$ cat src/rtl/rhpd_pkg.sv
// types and constants shared by the rtp h.264 payload depacketizer
// no dependencies

package rhpd_pkg;

   localparam int unsigned QueueDepth = 4;
   localparam int unsigned QueuePtrW  = $clog2(QueueDepth);
   localparam int unsigned QueueCntW  = $clog2(QueueDepth + 1);
   localparam int unsigned RspDataW   = 24;

   localparam logic [4:0] TypeStapA  = 5'd24;
   localparam logic [4:0] TypeFuA    = 5'd28;
   localparam logic [4:0] TypeFuB    = 5'd29;
   localparam logic [4:0] TypeLastNal = 5'd23;
   localparam logic [4:0] TypeRsvdLo = 5'd30;
   localparam logic [7:0] TypeMask   = 8'h1F;
   localparam logic [7:0] NriMask    = 8'hE0;

   typedef enum logic [3:0] {
      PH_IDLE,
      PH_SINGLE_BODY,
      PH_AGG_DON,
      PH_AGG_SIZE_HI,
      PH_AGG_SIZE_LO,
      PH_AGG_PREFIX,
      PH_AGG_HEADER,
      PH_AGG_BODY,
      PH_FU_HEADER,
      PH_FU_DON,
      PH_FU_BODY
   } phase_type;

   typedef enum logic [2:0] {
      KIND_STAP_A,
      KIND_STAP_B,
      KIND_MTAP16,
      KIND_MTAP24,
      KIND_FU_A,
      KIND_FU_B
   } kind_type;

   typedef enum logic [1:0] {
      ST_OK,
      ST_ABORT,
      ST_RESERVED,
      ST_OVERRUN
   } status_type;

   typedef struct packed {
      status_type status;
      logic       nal_end;
      logic       nal_start;
      logic       has_byte;
      logic [7:0] out_byte;
      logic [7:0] nal_header;
   } rsp_item_type;

   function automatic rsp_item_type make_item(
      input logic [7:0] hdr,
      input logic [7:0] data,
      input logic       has,
      input logic       st,
      input logic       en,
      input status_type status
   );
      rsp_item_type item;
      item.nal_header = hdr;
      item.out_byte   = has ? data : 8'd0;
      item.has_byte   = has;
      item.nal_start  = st;
      item.nal_end    = en;
      item.status     = status;
      return item;
   endfunction

endpackage

$ cat src/rtl/rtp_h264_payload_depacketizer.sv
// rtp h.264 payload depacketizer: parser, input register and result queue
// depends on rhpd_pkg
//
// usage
// req channel: one rtp payload byte per word in req_tdata; req_tuser[0] marks the
//   first byte of a packet, req_tuser[1] flags packets lost before it, req_tlast
//   marks the last byte of a packet
// rsp channel: one result per word; a nal unit comes out as a start word with no
//   byte, then one word per body byte, rsp_tlast on its last word; rsp_tuser is
//   the status (ok, abort, reserved type, length overrun)
// single nal, stap-a/b, mtap16/24 and fu-a/b packets are handled; fragments are
//   joined into one unit with a rebuilt header
// an accepted byte is held in the input register, and its results are written into the result queue that drives rsp
// throughput: one byte per cycle while each byte gives at most one result and the
//   result queue has room; a byte that gives two results writes both into the
//   four-word result queue
// req_tready drops only when the result queue cannot take two more words, so a
//   stalled receiver backs up into the source after a few words
// reset clears the parser state, the input register and the result queue

module rtp_h264_payload_depacketizer (
   input  logic        clock,
   input  logic        reset,
   input  logic        req_tvalid,
   output logic        req_tready,
   input  logic [7:0]  req_tdata,   // payload_byte
   input  logic        req_tlast,   // packet_last
   input  logic [1:0]  req_tuser,   // packet_first, loss_before
   output logic        rsp_tvalid,
   input  logic        rsp_tready,
   output logic [23:0] rsp_tdata,   // nal_header, out_byte, has_byte, nal_start, zero pad
   output logic        rsp_tlast,   // nal_end
   output logic [1:0]  rsp_tuser    // status
);

   // input register
   logic       in_valid_ff;
   logic [7:0] in_byte_ff;
   logic       in_first_ff;
   logic       in_last_ff;
   logic       in_loss_ff;

   // parser state
   rhpd_pkg::phase_type phase_ff, phase_in;
   rhpd_pkg::kind_type  kind_ff, kind_in;
   logic [2:0]  field_ff, field_in;
   logic [15:0] remain_ff, remain_in;
   logic [7:0]  len_hold_ff, len_hold_in;
   logic [7:0]  header_ff, header_in;
   logic [7:0]  indicator_ff, indicator_in;
   logic        frag_open_ff, frag_open_in;

   // result queue
   rhpd_pkg::rsp_item_type queue_ff [rhpd_pkg::QueueDepth];
   logic [rhpd_pkg::QueuePtrW-1:0] wr_ptr_ff, wr_ptr_in, wr_ptr_next;
   logic [rhpd_pkg::QueuePtrW-1:0] rd_ptr_ff, rd_ptr_in;
   logic [rhpd_pkg::QueueCntW-1:0] count_ff, count_in;

   rhpd_pkg::rsp_item_type res [2];
   logic [1:0] nres;
   logic       advance;
   logic       pop;
   logic [rhpd_pkg::QueueCntW-1:0] push_n;
   rhpd_pkg::rsp_item_type head;

   assign advance    = in_valid_ff && (count_ff <= rhpd_pkg::QueueCntW'(rhpd_pkg::QueueDepth - 2));
   assign req_tready = !in_valid_ff || advance;
   assign pop        = rsp_tvalid && rsp_tready;
   assign push_n     = advance ? rhpd_pkg::QueueCntW'(nres) : '0;
   assign wr_ptr_next = wr_ptr_ff + rhpd_pkg::QueuePtrW'(1);

   // parser
   always_comb begin
      logic [4:0]  t;
      logic        is_fu;
      logic [7:0]  fu_hdr;
      logic        s_bit;
      logic        e_bit;
      logic        fin;
      logic [15:0] len;

      phase_in     = phase_ff;
      kind_in      = kind_ff;
      field_in     = field_ff;
      remain_in    = remain_ff;
      len_hold_in  = len_hold_ff;
      header_in    = header_ff;
      indicator_in = indicator_ff;
      frag_open_in = frag_open_ff;
      nres         = 2'd0;
      res[0]       = '0;
      res[1]       = '0;

      t      = in_byte_ff[4:0];
      is_fu  = (t == rhpd_pkg::TypeFuA) || (t == rhpd_pkg::TypeFuB);
      fu_hdr = (indicator_ff & rhpd_pkg::NriMask) | (in_byte_ff & rhpd_pkg::TypeMask);
      s_bit  = in_byte_ff[7];
      e_bit  = in_byte_ff[6];
      fin    = 1'b0;
      len    = {len_hold_ff, in_byte_ff};

      if (in_first_ff) begin
         if (phase_ff == rhpd_pkg::PH_SINGLE_BODY || phase_ff == rhpd_pkg::PH_AGG_BODY) begin
            res[nres[0]] = rhpd_pkg::make_item(header_ff, 8'd0, 1'b0, 1'b0, 1'b0,
                                               rhpd_pkg::ST_ABORT);
            nres = nres + 2'd1;
         end else if (frag_open_ff && (phase_ff == rhpd_pkg::PH_FU_DON ||
                                       phase_ff == rhpd_pkg::PH_FU_BODY)) begin
            res[nres[0]] = rhpd_pkg::make_item(header_ff, 8'd0, 1'b0, 1'b0, 1'b0,
                                               rhpd_pkg::ST_ABORT);
            nres = nres + 2'd1;
            frag_open_in = 1'b0;
         end
         if (frag_open_in && (in_loss_ff || !is_fu)) begin
            if (!nres[1]) begin
               res[nres[0]] = rhpd_pkg::make_item(header_ff, 8'd0, 1'b0, 1'b0, 1'b0,
                                                  rhpd_pkg::ST_ABORT);
               nres = nres + 2'd1;
            end
            frag_open_in = 1'b0;
         end
         phase_in = rhpd_pkg::PH_IDLE;

         if (t == 5'd0 || t >= rhpd_pkg::TypeRsvdLo) begin
            if (!nres[1]) begin
               res[nres[0]] = rhpd_pkg::make_item(in_byte_ff, 8'd0, 1'b0, 1'b0, 1'b0,
                                                  rhpd_pkg::ST_RESERVED);
               nres = nres + 2'd1;
            end
         end else if (t <= rhpd_pkg::TypeLastNal) begin
            header_in = in_byte_ff;
            if (!nres[1]) begin
               res[nres[0]] = rhpd_pkg::make_item(in_byte_ff, 8'd0, 1'b0, 1'b1, in_last_ff,
                                                  rhpd_pkg::ST_OK);
               nres = nres + 2'd1;
            end
            phase_in = in_last_ff ? rhpd_pkg::PH_IDLE : rhpd_pkg::PH_SINGLE_BODY;
         end else if (is_fu) begin
            kind_in      = (t == rhpd_pkg::TypeFuA) ? rhpd_pkg::KIND_FU_A : rhpd_pkg::KIND_FU_B;
            indicator_in = in_byte_ff;
            if (in_last_ff) begin
               if (!nres[1]) begin
                  res[nres[0]] = rhpd_pkg::make_item(in_byte_ff, 8'd0, 1'b0, 1'b0, 1'b0,
                                                     rhpd_pkg::ST_OVERRUN);
                  nres = nres + 2'd1;
               end
               frag_open_in = 1'b0;
            end else begin
               phase_in = rhpd_pkg::PH_FU_HEADER;
            end
         end else begin
            kind_in = rhpd_pkg::kind_type'({1'b0, t[1:0]});
            if (t == rhpd_pkg::TypeStapA) begin
               phase_in = rhpd_pkg::PH_AGG_SIZE_HI;
            end else begin
               field_in = 3'd2;
               phase_in = rhpd_pkg::PH_AGG_DON;
            end
            if (in_last_ff) begin
               phase_in = rhpd_pkg::PH_IDLE;
            end
         end
      end else if (phase_ff != rhpd_pkg::PH_IDLE) begin
         case (phase_ff)
            rhpd_pkg::PH_SINGLE_BODY: begin
               res[0] = rhpd_pkg::make_item(header_ff, in_byte_ff, 1'b1, 1'b0, in_last_ff,
                                            rhpd_pkg::ST_OK);
               nres = 2'd1;
            end
            rhpd_pkg::PH_AGG_DON: begin
               field_in = field_ff - 3'd1;
               if (field_in == 3'd0) begin
                  phase_in = rhpd_pkg::PH_AGG_SIZE_HI;
               end
            end
            rhpd_pkg::PH_AGG_SIZE_HI: begin
               len_hold_in = in_byte_ff;
               phase_in    = rhpd_pkg::PH_AGG_SIZE_LO;
            end
            rhpd_pkg::PH_AGG_SIZE_LO: begin
               if (len == 16'd0) begin
                  phase_in = rhpd_pkg::PH_AGG_SIZE_HI;
               end else begin
                  remain_in = len;
                  if (kind_ff == rhpd_pkg::KIND_MTAP16 || kind_ff == rhpd_pkg::KIND_MTAP24) begin
                     field_in = (kind_ff == rhpd_pkg::KIND_MTAP16) ? 3'd3 : 3'd4;
                     phase_in = rhpd_pkg::PH_AGG_PREFIX;
                  end else begin
                     phase_in = rhpd_pkg::PH_AGG_HEADER;
                  end
                  if (in_last_ff) begin
                     res[0] = rhpd_pkg::make_item(8'd0, 8'd0, 1'b0, 1'b0, 1'b0,
                                                  rhpd_pkg::ST_OVERRUN);
                     nres = 2'd1;
                  end
               end
            end
            rhpd_pkg::PH_AGG_PREFIX: begin
               field_in = field_ff - 3'd1;
               if (field_in == 3'd0) begin
                  phase_in = rhpd_pkg::PH_AGG_HEADER;
               end
               if (in_last_ff) begin
                  res[0] = rhpd_pkg::make_item(8'd0, 8'd0, 1'b0, 1'b0, 1'b0,
                                               rhpd_pkg::ST_OVERRUN);
                  nres = 2'd1;
               end
            end
            rhpd_pkg::PH_AGG_HEADER: begin
               header_in = in_byte_ff;
               remain_in = remain_ff - 16'd1;
               fin       = (remain_in == 16'd0);
               res[0] = rhpd_pkg::make_item(in_byte_ff, 8'd0, 1'b0, 1'b1, fin,
                                            rhpd_pkg::ST_OK);
               nres = 2'd1;
               phase_in = fin ? rhpd_pkg::PH_AGG_SIZE_HI : rhpd_pkg::PH_AGG_BODY;
               if (in_last_ff && !fin) begin
                  res[1] = rhpd_pkg::make_item(in_byte_ff, 8'd0, 1'b0, 1'b0, 1'b0,
                                               rhpd_pkg::ST_OVERRUN);
                  nres = 2'd2;
               end
            end
            rhpd_pkg::PH_AGG_BODY: begin
               remain_in = remain_ff - 16'd1;
               fin       = (remain_in == 16'd0);
               res[0] = rhpd_pkg::make_item(header_ff, in_byte_ff, 1'b1, 1'b0, fin,
                                            rhpd_pkg::ST_OK);
               nres = 2'd1;
               if (fin) begin
                  phase_in = rhpd_pkg::PH_AGG_SIZE_HI;
               end
               if (in_last_ff && !fin) begin
                  res[1] = rhpd_pkg::make_item(header_ff, 8'd0, 1'b0, 1'b0, 1'b0,
                                               rhpd_pkg::ST_OVERRUN);
                  nres = 2'd2;
               end
            end
            rhpd_pkg::PH_FU_HEADER: begin
               if (s_bit) begin
                  if (frag_open_ff) begin
                     res[nres[0]] = rhpd_pkg::make_item(header_ff, 8'd0, 1'b0, 1'b0, 1'b0,
                                                        rhpd_pkg::ST_ABORT);
                     nres = nres + 2'd1;
                  end
                  header_in    = fu_hdr;
                  frag_open_in = !(e_bit && in_last_ff);
                  res[nres[0]] = rhpd_pkg::make_item(fu_hdr, 8'd0, 1'b0, 1'b1,
                                                     e_bit && in_last_ff, rhpd_pkg::ST_OK);
                  nres = nres + 2'd1;
               end else if (!frag_open_ff) begin
                  res[0] = rhpd_pkg::make_item(fu_hdr, 8'd0, 1'b0, 1'b0, 1'b0,
                                               rhpd_pkg::ST_ABORT);
                  nres = 2'd1;
               end else if (e_bit && in_last_ff) begin
                  res[0] = rhpd_pkg::make_item(header_ff, 8'd0, 1'b0, 1'b0, 1'b1,
                                               rhpd_pkg::ST_OK);
                  nres = 2'd1;
                  frag_open_in = 1'b0;
               end
               if (s_bit || frag_open_ff) begin
                  field_in = {e_bit, kind_ff == rhpd_pkg::KIND_FU_B, 1'b0};
                  phase_in = (field_in[1:0] != 2'd0) ? rhpd_pkg::PH_FU_DON : rhpd_pkg::PH_FU_BODY;
               end else begin
                  phase_in = rhpd_pkg::PH_IDLE;
               end
            end
            rhpd_pkg::PH_FU_DON: begin
               field_in = {field_ff[2], field_ff[1:0] - 2'd1};
               if (field_in[1:0] == 2'd0) begin
                  phase_in = rhpd_pkg::PH_FU_BODY;
               end
               if (in_last_ff && field_ff[2] && frag_open_ff) begin
                  res[0] = rhpd_pkg::make_item(header_ff, 8'd0, 1'b0, 1'b0, 1'b1,
                                               rhpd_pkg::ST_OK);
                  nres = 2'd1;
                  frag_open_in = 1'b0;
               end
            end
            rhpd_pkg::PH_FU_BODY: begin
               fin = in_last_ff && field_ff[2];
               res[0] = rhpd_pkg::make_item(header_ff, in_byte_ff, 1'b1, 1'b0, fin,
                                            rhpd_pkg::ST_OK);
               nres = 2'd1;
               if (fin) begin
                  frag_open_in = 1'b0;
               end
            end
            default: begin
               phase_in = rhpd_pkg::PH_IDLE;
            end
         endcase
         if (in_last_ff) begin
            phase_in = rhpd_pkg::PH_IDLE;
         end
      end
   end

   // queue pointers
   always_comb begin
      wr_ptr_in = wr_ptr_ff + rhpd_pkg::QueuePtrW'(push_n);
      rd_ptr_in = pop ? rd_ptr_ff + rhpd_pkg::QueuePtrW'(1) : rd_ptr_ff;
      count_in  = count_ff + push_n - (pop ? rhpd_pkg::QueueCntW'(1) : '0);
   end

   always_ff @(posedge clock) begin
      if (reset) begin
         in_valid_ff  <= 1'b0;
         phase_ff     <= rhpd_pkg::PH_IDLE;
         kind_ff      <= rhpd_pkg::KIND_STAP_A;
         field_ff     <= 3'd0;
         remain_ff    <= 16'd0;
         len_hold_ff  <= 8'd0;
         header_ff    <= 8'd0;
         indicator_ff <= 8'd0;
         frag_open_ff <= 1'b0;
         wr_ptr_ff    <= '0;
         rd_ptr_ff    <= '0;
         count_ff     <= '0;
      end else begin
         if (req_tready) begin
            in_valid_ff <= req_tvalid;
         end
         if (advance) begin
            phase_ff     <= phase_in;
            kind_ff      <= kind_in;
            field_ff     <= field_in;
            remain_ff    <= remain_in;
            len_hold_ff  <= len_hold_in;
            header_ff    <= header_in;
            indicator_ff <= indicator_in;
            frag_open_ff <= frag_open_in;
         end
         wr_ptr_ff <= wr_ptr_in;
         rd_ptr_ff <= rd_ptr_in;
         count_ff  <= count_in;
      end
   end

   always_ff @(posedge clock) begin
      if (req_tready && req_tvalid) begin
         in_byte_ff  <= req_tdata;
         in_first_ff <= req_tuser[0];
         in_last_ff  <= req_tlast;
         in_loss_ff  <= req_tuser[1];
      end
      if (advance && nres != 2'd0) begin
         queue_ff[wr_ptr_ff] <= res[0];
      end
      if (advance && nres[1]) begin
         queue_ff[wr_ptr_next] <= res[1];
      end
   end

   assign head       = queue_ff[rd_ptr_ff];
   assign rsp_tvalid = (count_ff != '0);
   assign rsp_tdata  = {6'd0, head.nal_start, head.has_byte, head.out_byte, head.nal_header};
   assign rsp_tlast  = head.nal_end;
   assign rsp_tuser  = head.status;

endmodule

$ cat config.mk
export PLATFORM = sky130hd
export DESIGN_NAME = rtp_h264_payload_depacketizer
export DESIGN_NICKNAME = d
export VERILOG_FILES = /design/src/rtl/rhpd_pkg.sv /design/src/rtl/rtp_h264_payload_depacketizer.sv
export SDC_FILE = /design/constraint.sdc
export NUM_CORES = 1
export LEC_CHECK = 0
export ABC_AREA = 1
export BUFFER_PORTS_ARGS = -buffer_cell sky130_fd_sc_hd__buf_4
export CAP_MARGIN = 20
export CORE_ASPECT_RATIO = 0.7
export CORE_UTILIZATION = 45
export CTS_CLUSTER_DIAMETER = 40
export DETAILED_ROUTE_END_ITERATION = 8
export GPL_ROUTABILITY_DRIVEN = 0
export PLACE_DENSITY_LB_ADDON = 0.25
export SLEW_MARGIN = 20
export SYNTH_ARGS = -nofsm -noshare
export SYNTH_HDL_FRONTEND = slang
export SYNTH_SLANG_ARGS = --single-unit
$ cat constraint.sdc
create_clock -name clock -period 2.8 [get_ports clock]
set_input_delay 0.28 -clock clock [delete_from_list [all_inputs] [get_ports clock]]
set_output_delay 0.28 -clock clock [all_outputs]
set_load 0.01 [all_outputs]
==> metrics.md, run 1 <==
| Metric | Value |
|---|---|
| Synthesized cell area | 8745 um^2 |
| Worst hold path class | input pin to flip-flop |
| ANT cells | 0 |
| Worst EP arrival | 3.10 ns |
| Total Wirelength | 25490 um |
| Mapped Avg Cell Area | 7.808 um^2 |
| Synth Register Bits | 151 |
| Pre-antenna DRT Iters | 6 |
| Clock skew | 0.02503 ns |
| Crit Path Max Fanout | 2 |
| Initial antenna violation count | 0 |
| Worst path bufs/invs | 6 |
| Clk pin slew, worst setup/hold paths | 0.06 ns |
| CTS tree | done |
| Minimum hold slack | 0.01920 ns |
| Hold Fails Final Rpt | 0 |
| Global route overflow | 0 |
| Die height | 118.6 um |
| Fmax | 357.3 MHz |
| Yosys cell types | 50 |
| Final ANT Viol Nets | 0 |
| Total track usage | 0.2648 |
| Vias in the first global route | 7590 |
| Cell area after placement | 10170 um^2 |
| First-pass GRT wire length | 40520 um |
| Starting DRT DRC Count | 881 |
| P per Cell Area | 662.4 nW/um^2 |
| Fin crit share | 0.9994 |
| Crit path largest cell delay | 0.44 ns |
| Area grow syn2layout | 25.27% |
| Post-synth top cells | 233 x nand2_1, 157 x nor2_1, 121 x o21ai_0, 99 x inv_1, 95 x edfxtp_1 |
| Crit path kind | flip-flop to flip-flop |
| Crit path cell chain | nor2_4 -> nand2_2 -> or2_4 -> nand3_4 -> inv_4 -> ha_4 -> inv_2 -> o21ai_1 -> nand2_1 -> inv_1 -> nand2_2 -> ha_4 -> inv_4 -> ha_4 -> inv_2 -> fa_2 -> xor2_1 -> inv_1 -> nor2_1 |
| Fillers | 1724 |
| Setup crit start kind | flip-flop |
| Fin nets | 1279 |
| CTS Hold Bufs | 0 |
| Final Setup Violations | 0 |
| Tightest Pin Transition | 0.8011 ns |
| Fin util | 0.5774 |
| Leak | 0.004461 uW |
| Io pins | 44 |
| Pin count of the biggest net entering global routing | 43 |
| Crit path top cell by count | ha_4 |
| Via count | 8378 |
| Top-area cell type share of the netlist area | 0.3262 |
| Core Box Area | 18970 um^2 |
| Post-route cell area | 10950 um^2 |
| CTS buffer count | 17 |
| Worst path slowest cell | edfxtp_1 |
| Relative slew slack | 0.4640 |
| Main synth FF type | edfxtp_1 |
| Largest area contributor in the netlist | edfxtp_1 |
| Total power | 7256 uW |
| Status | finished clean |
| Post-route setup slack | 0.001615 ns |
| Worst VDD drop | 0.4173 mV |
| Clock latency on the worst-skew pair | 0.44 ns |
| Die X | 168.6 um |
| Count of max-cap constraint violations | 0 |
| WL/cell | 16.71 um |
| Number of synthesized flops with an enable pin | 95 |
| Yosys warnings | 0 |
| Die footprint | 20000 um^2 |
| CP delay by family, top | adder cells |
| Max H-tree Level | 4 |
| Top-count cell post-synth | nand2_1 |
| Starting density of the core | 0.4610 |
| Final min period | 2.798 ns |
| Pre-CTS WS | -0.1077 ns |
| Number of vias per cell | 5.494 |
| Asr flop ratio synth | 0 |
| # DRC | 0 |
| Final Max Tran Viols | 0 |
| Critical Path RT | 3.10 ns |
| Rows | 42 |
| Number of port buffers | 37 |
| CTS Root Cell | clkbuf_16 |
| Main area contributors after synthesis | edfxtp_1 33%, dfxtp_1 13%, nand2_1 10%, o21ai_0 6.9%, nor2_1 6.7% |
| Clock sink count | 151 |
| RSZ-0062 raised after global routing | yes |
| Share of synthesized area occupied by flip-flops and latches | 0.4544 |
| Cells after Synth | 1120 |
| Largest buffer count on any clock path | 2 |
| Hpwl dp | 17960 um |
| Layout cells sized above 1 | 0.2300 |
| Crit end category | flip-flop |
==> worst paths after layout <==
check	start	to	slack, ns	depth (start not counted)
max reg2reg	in_byte_ff[1]$_DFFE_PP_	count_ff[2]$_SDFF_PP0_	0.002	19
min	req_tdata[0]	in_byte_ff[0]$_DFFE_PP_	0.02	1
max	in_byte_ff[1]$_DFFE_PP_	count_ff[2]$_SDFF_PP0_	0.002	19
min reg2reg	rd_ptr_ff[0]$_SDFFE_PP0P_	flip-flop	0.48	1
==> through the flow <==
step	instances	TNS, ns
after floorplan	1125	-0.01870
after global placement	1490	-0.1042
after detailed placement	1490	-0.2055
after CTS	1522	-0.01027
after global routing	1525	-0.2633
final	1525	0
==> worst register-to-register path: cells and delay by family (launching register included) <==
kind | cells | cell delay (ns)
AO/OA/AOI/OAI | 1 | 0.12
XOR/XNOR | 1 | 0.16
adder cells (fa/ha/maj) | 4 | 0.94
buffers and inverters | 6 | 0.29
flip-flops | 1 | 0.44
AND/OR/NAND/NOR | 7 | 0.71
==> power by group <==
group | switching, uW | internal, uW
clock | 997 | 1240
combinational | 1430 | 939
sequential | 81.4 | 2570
==> metal layers <==
| metal | track usage | part of all wire | up-vias |
|---|---|---|---|
| li1 | - | - | 4074 |
| met1 | 0.3874 | 0.47 | 3882 |
| met2 | 0.3851 | 0.43 | 377 |
| met3 | 0.06631 | 0.091 | 45 |
| met4 | 0.07273 | 0.017 | 0 |
| met5 | 0 | 0 | - |
==> timing repair <==
| item | 4_1_cts | 5_1_grt |
|---|---|---|
| pin swaps | 11 | 20 |
| resized for setup | 22 | 37 |
| gates cloned | 0 | 0 |
| buffers inserted | 1 | 3 |
| endpoints found under the hold margin | 0 | 0 |
| endpoints found under the setup margin | 4 | 68 |
==> flip-flops by register name, indices dropped and copies added, names as in the netlist, 2 cells and up, named ones only <==
| name | count |
|---|---|
| wr_ptr_ff | 2 |
| in_byte_ff | 8 |
| field_ff | 3 |
| kind_ff | 3 |
| remain_ff | 16 |
| rd_ptr_ff | 2 |
| header_ff | 8 |
| count_ff | 3 |
| queue_ff | 84 |
| phase_ff | 4 |
| len_hold_ff | 8 |
| indicator_ff | 3 |
==> layout make-up <==
cell class                      count  area [um^2]  area share
Sequential cell                   151         3988      0.3640
Clock buffer                       17        425.4     0.03883
Multi-Input combinational cell    808         4323      0.3946
Inverter                          113        431.7     0.03941
Timing Repair Buffer              158         1319      0.1204
Clock inverter                     14        137.6     0.01256
Tap cell                          264        330.3     0.03015
==> cell families after synthesis <==
| logic type | Yosys count | share of synthesized area |
|---|---|---|
| and+or+nand+nor | 484 | 0.2394 |
| AOI/OAI and AO/OA | 289 | 0.1867 |
| buffers and inverters | 166 | 0.08156 |
| DFF | 151 | 0.4544 |
| adders and majority gates | 15 | 0.02232 |
| muxes | 8 | 0.009158 |
| xor gates and xnor gates | 6 | 0.006009 |
| other | 1 | 0.0004288 |
==> cells in the final DEF, fill, tap and decap left out, types with 9 or more instances in the layout <==
cell type,n
nand2_1,223
o21ai_0,118
o22ai_1,40
inv_2,15
nor2_2,18
nand2_2,18
nand3_1,41
nor3_1,9
buf_4,146
o21ai_1,28
buf_12,10
o211ai_1,11
nor2_4,10
edfxtp_1,95
o221ai_1,9
clkbuf_16,17
a21oi_1,55
inv_1,88
nor2_1,141
dfxtp_1,49
(Power assumes the default switching activity.)
==> run 2: changes to the inputs <==
- PLACE_DENSITY: unset -> 0.6
- PLACE_DENSITY_LB_ADDON: 0.25 -> unset
==> metrics.md, run 2 (synthesized netlist as in run 1, its figures left out) <==
| Metric | Value |
|---|---|
| Starting DRT DRC Count | 893 (was 881) |
| Clock sink count | 151 (unchanged) |
| Worst EP arrival | 3.12 ns (was 3.10 ns) |
| Total track usage | 0.2720 (was 0.2648) |
| CTS Hold Bufs | 0 (unchanged) |
| Die X | 168.6 um (unchanged) |
| Fin nets | 1283 (was 1279) |
| Setup tns final | -0.008437 ns (was 0 ns) |
| Cell area after placement | 10150 um^2 (was 10170 um^2) |
| First-pass GRT wire length | 41720 um (was 40520 um) |
| ANT cells | 0 (unchanged) |
| Vias in the first global route | 7753 (was 7590) |
| Worst VDD drop | 0.3974 mV (was 0.4173 mV) |
| Starting density of the core | 0.4610 (unchanged) |
| Crit path kind | flip-flop to flip-flop (unchanged) |
| Met3 routed WL | 2072 um (was 2332 um) |
| Setup crit start kind | flip-flop (unchanged) |
| Max H-tree Level | 4 (unchanged) |
| CTS tree | done (unchanged) |
| Number of vias per cell | 5.410 (was 5.494) |
| Largest buffer count on any clock path | 2 (unchanged) |
| CTS Root Cell | clkbuf_16 (unchanged) |
| Io pins | 44 (unchanged) |
| Clock latency on the worst-skew pair | 0.43 ns (was 0.44 ns) |
| Status | complete, but fails checks (was finished clean) |
| Crit Path Max Fanout | 4 (was 2) |
| CP delay by family, top | adder cells (unchanged) |
| Worst path bufs/invs | 9 (was 6) |
| Total Wirelength | 25770 um (was 25490 um) |
| Fin crit share | 1.003 (was 0.9994) |
| Pin count of the biggest net entering global routing | 43 (unchanged) |
| Max reg flops | 84 (unchanged) |
| Minimum hold slack | 0.02476 ns (was 0.01920 ns) |
| Fin util | 0.5836 (was 0.5774) |
| Top Metal Used | met4 (unchanged) |
| Relative slew slack | 0.5632 (was 0.4640) |
| Tightest Pin Transition | 0.6544 ns (was 0.8011 ns) |
| Global route overflow | 0 (unchanged) |
| Failing checks | negative setup slack |
| Total power | 7421 uW (was 7256 uW) |
| Core Box Area | 18970 um^2 (unchanged) |
| Final ANT Viol Nets | 0 (unchanged) |
| Area grow syn2layout | 26.60% (was 25.27%) |
| Final Max Tran Viols | 0 (unchanged) |
| Die footprint | 20000 um^2 (unchanged) |
| Final Setup Violations | 1 (was 0) |
| Crit end category | flip-flop (unchanged) |
| Crit path cell chain | inv_4 -> nor2_4 -> inv_2 -> nor2_1 -> inv_1 -> nand2_2 -> inv_4 -> o21ai_4 -> inv_2 -> ha_4 -> a21oi_2 -> o21ai_1 -> nand2_1 -> inv_1 -> nand2_2 -> ha_4 -> inv_2 -> ha_4 -> inv_2 -> fa_2 -> xor2_1 -> inv_1 -> nor2_1 (was nor2_4 -> nand2_2 -> or2_4 -> nand3_4 -> inv_4 -> ha_4 -> inv_2 -> o21ai_1 -> nand2_1 -> inv_1 -> nand2_2 -> ha_4 -> inv_4 -> ha_4 -> inv_2 -> fa_2 -> xor2_1 -> inv_1 -> nor2_1) |
| Post-route setup slack | -0.008437 ns (was 0.001615 ns) |
| Pre-antenna DRT Iters | 6 (unchanged) |
| Leak | 0.004502 uW (was 0.004461 uW) |
| Hpwl dp | 18150 um (was 17960 um) |
| Fmax | 356.1 MHz (was 357.3 MHz) |
| CTS buffer count | 17 (unchanged) |
| Rows | 42 (unchanged) |
| Via count | 8277 (was 8378) |
| Critical Path RT | 3.11 ns (was 3.10 ns) |
| Clock skew | 0.01243 ns (was 0.02503 ns) |
| Crit path largest cell delay | 0.38 ns (was 0.44 ns) |
| Most frequent cells in the layout | 220 x nand2_1, 151 x buf_4, 142 x nor2_1 (was 223 x nand2_1, 146 x buf_4, 141 x nor2_1) |
| Worst path slowest cell | dfxtp_4 (was edfxtp_1) |
| WL/cell | 16.85 um (was 16.71 um) |
| Biggest regs | queue_ff (84), remain_ff (16) (unchanged) |
| Worst hold path class | input pin to flip-flop (unchanged) |
| Crit path top cell by count | inv_2 (was ha_4) |
| Initial antenna violation count | 0 (unchanged) |
| Hold Fails Final Rpt | 0 (unchanged) |
| Clk pin slew, worst setup/hold paths | 0.07 ns (was 0.06 ns) |
| Number of port buffers | 37 (unchanged) |
| Post-Route M1 WL | 12260 um (was 11860 um) |
| Reg with most FFs | queue_ff (unchanged) |
| Final min period | 2.808 ns (was 2.798 ns) |
| RSZ-0062 raised after global routing | yes (unchanged) |
| Met2 WL post-DR | 11170 um (was 10880 um) |
| # DRC | 0 (unchanged) |
| Die height | 118.6 um (unchanged) |
| P per Cell Area | 670.4 nW/um^2 (was 662.4 nW/um^2) |
| Post-route cell area | 11070 um^2 (was 10950 um^2) |
| Count of max-cap constraint violations | 0 (unchanged) |
| Layout cells sized above 1 | 0.2401 (was 0.2300) |
| Commonest non-fill, non-tap cell in the layout | nand2_1 (unchanged) |
[run 2: changes by cell type in the layout (fill, tap and decap cells not counted), sizes merged]
cell      before  now
buf          158  162
bufinv         1    2
clkinv        11   10
clkinvlp       2    3
[run 2: stage by stage]
step	cells	setup slack [ns]
floorplan	1125	-0.01870
global placement	1489	-0.06509
detailed placement	1489	-0.1352
CTS	1526	0.01718
global route	1530	-0.1582
finish	1530	-0.008437
[run 2: worst reg2reg max path: stages (launching register included)]
cell and delay (ns):
dfxtp_4 0.38, inv_4 0.04, nor2_4 0.08, inv_2 0.04
nor2_1 0.10, inv_1 0.08, nand2_2 0.08, inv_4 0.05
o21ai_4 0.20, inv_2 0.08, ha_4 0.16, a21oi_2 0.10
o21ai_1 0.09, nand2_1 0.07, inv_1 0.05, nand2_2 0.10
ha_4 0.21, inv_2 0.06, ha_4 0.12, inv_2 0.03
fa_2 0.32, xor2_1 0.16, inv_1 0.06, nor2_1 0.03
[run 2: final timing paths]
check / from / slack, ns / end / depth (start not counted)
setup reg to reg: phase_ff[1]$_SDFFE_PP0P_ / -0.008 / count_ff[2]$_SDFF_PP0_ / 23
hold reg to reg: rd_ptr_ff[1]$_SDFFE_PP0P_ / 0.46 / flip-flop / 2
setup / recovery: phase_ff[1]$_SDFFE_PP0P_ / -0.008 / count_ff[2]$_SDFF_PP0_ / 23
hold / removal: req_tdata[6] / 0.02 / in_byte_ff[6]$_DFFE_PP_ / 1
[run 2: timing repair]
item | in CTS | in global routing
gates resized for setup | 30 | 43
pin swaps | 14 | 12
endpoints found under the setup margin | 3 | 64
buffers inserted | 5 | 4
[run 2: power breakdown]
group          leakage (uW)  internal (uW)  switching, uW
Combinational       0.00284            948           1440
Sequential          0.00137           2570           86.4
Clock              0.000288           1350           1030
[run 2: cell type report]
class                      count  area, um^2
clock buffer                  17       425.4
clock inverter                15       182.7
fill                        1724        7900
inverter                     113       434.2
multi-input combinational    808        4367
sequential                   151        3995
tap                          264       330.3
timing repair buffer         162        1336
[run 2: routing by layer]
layer	up-vias	GRT usage
met5	-	0
met4	0	0.06875
met3	29	0.05760
met2	314	0.4110
met1	3850	0.3944
li1	4084	-
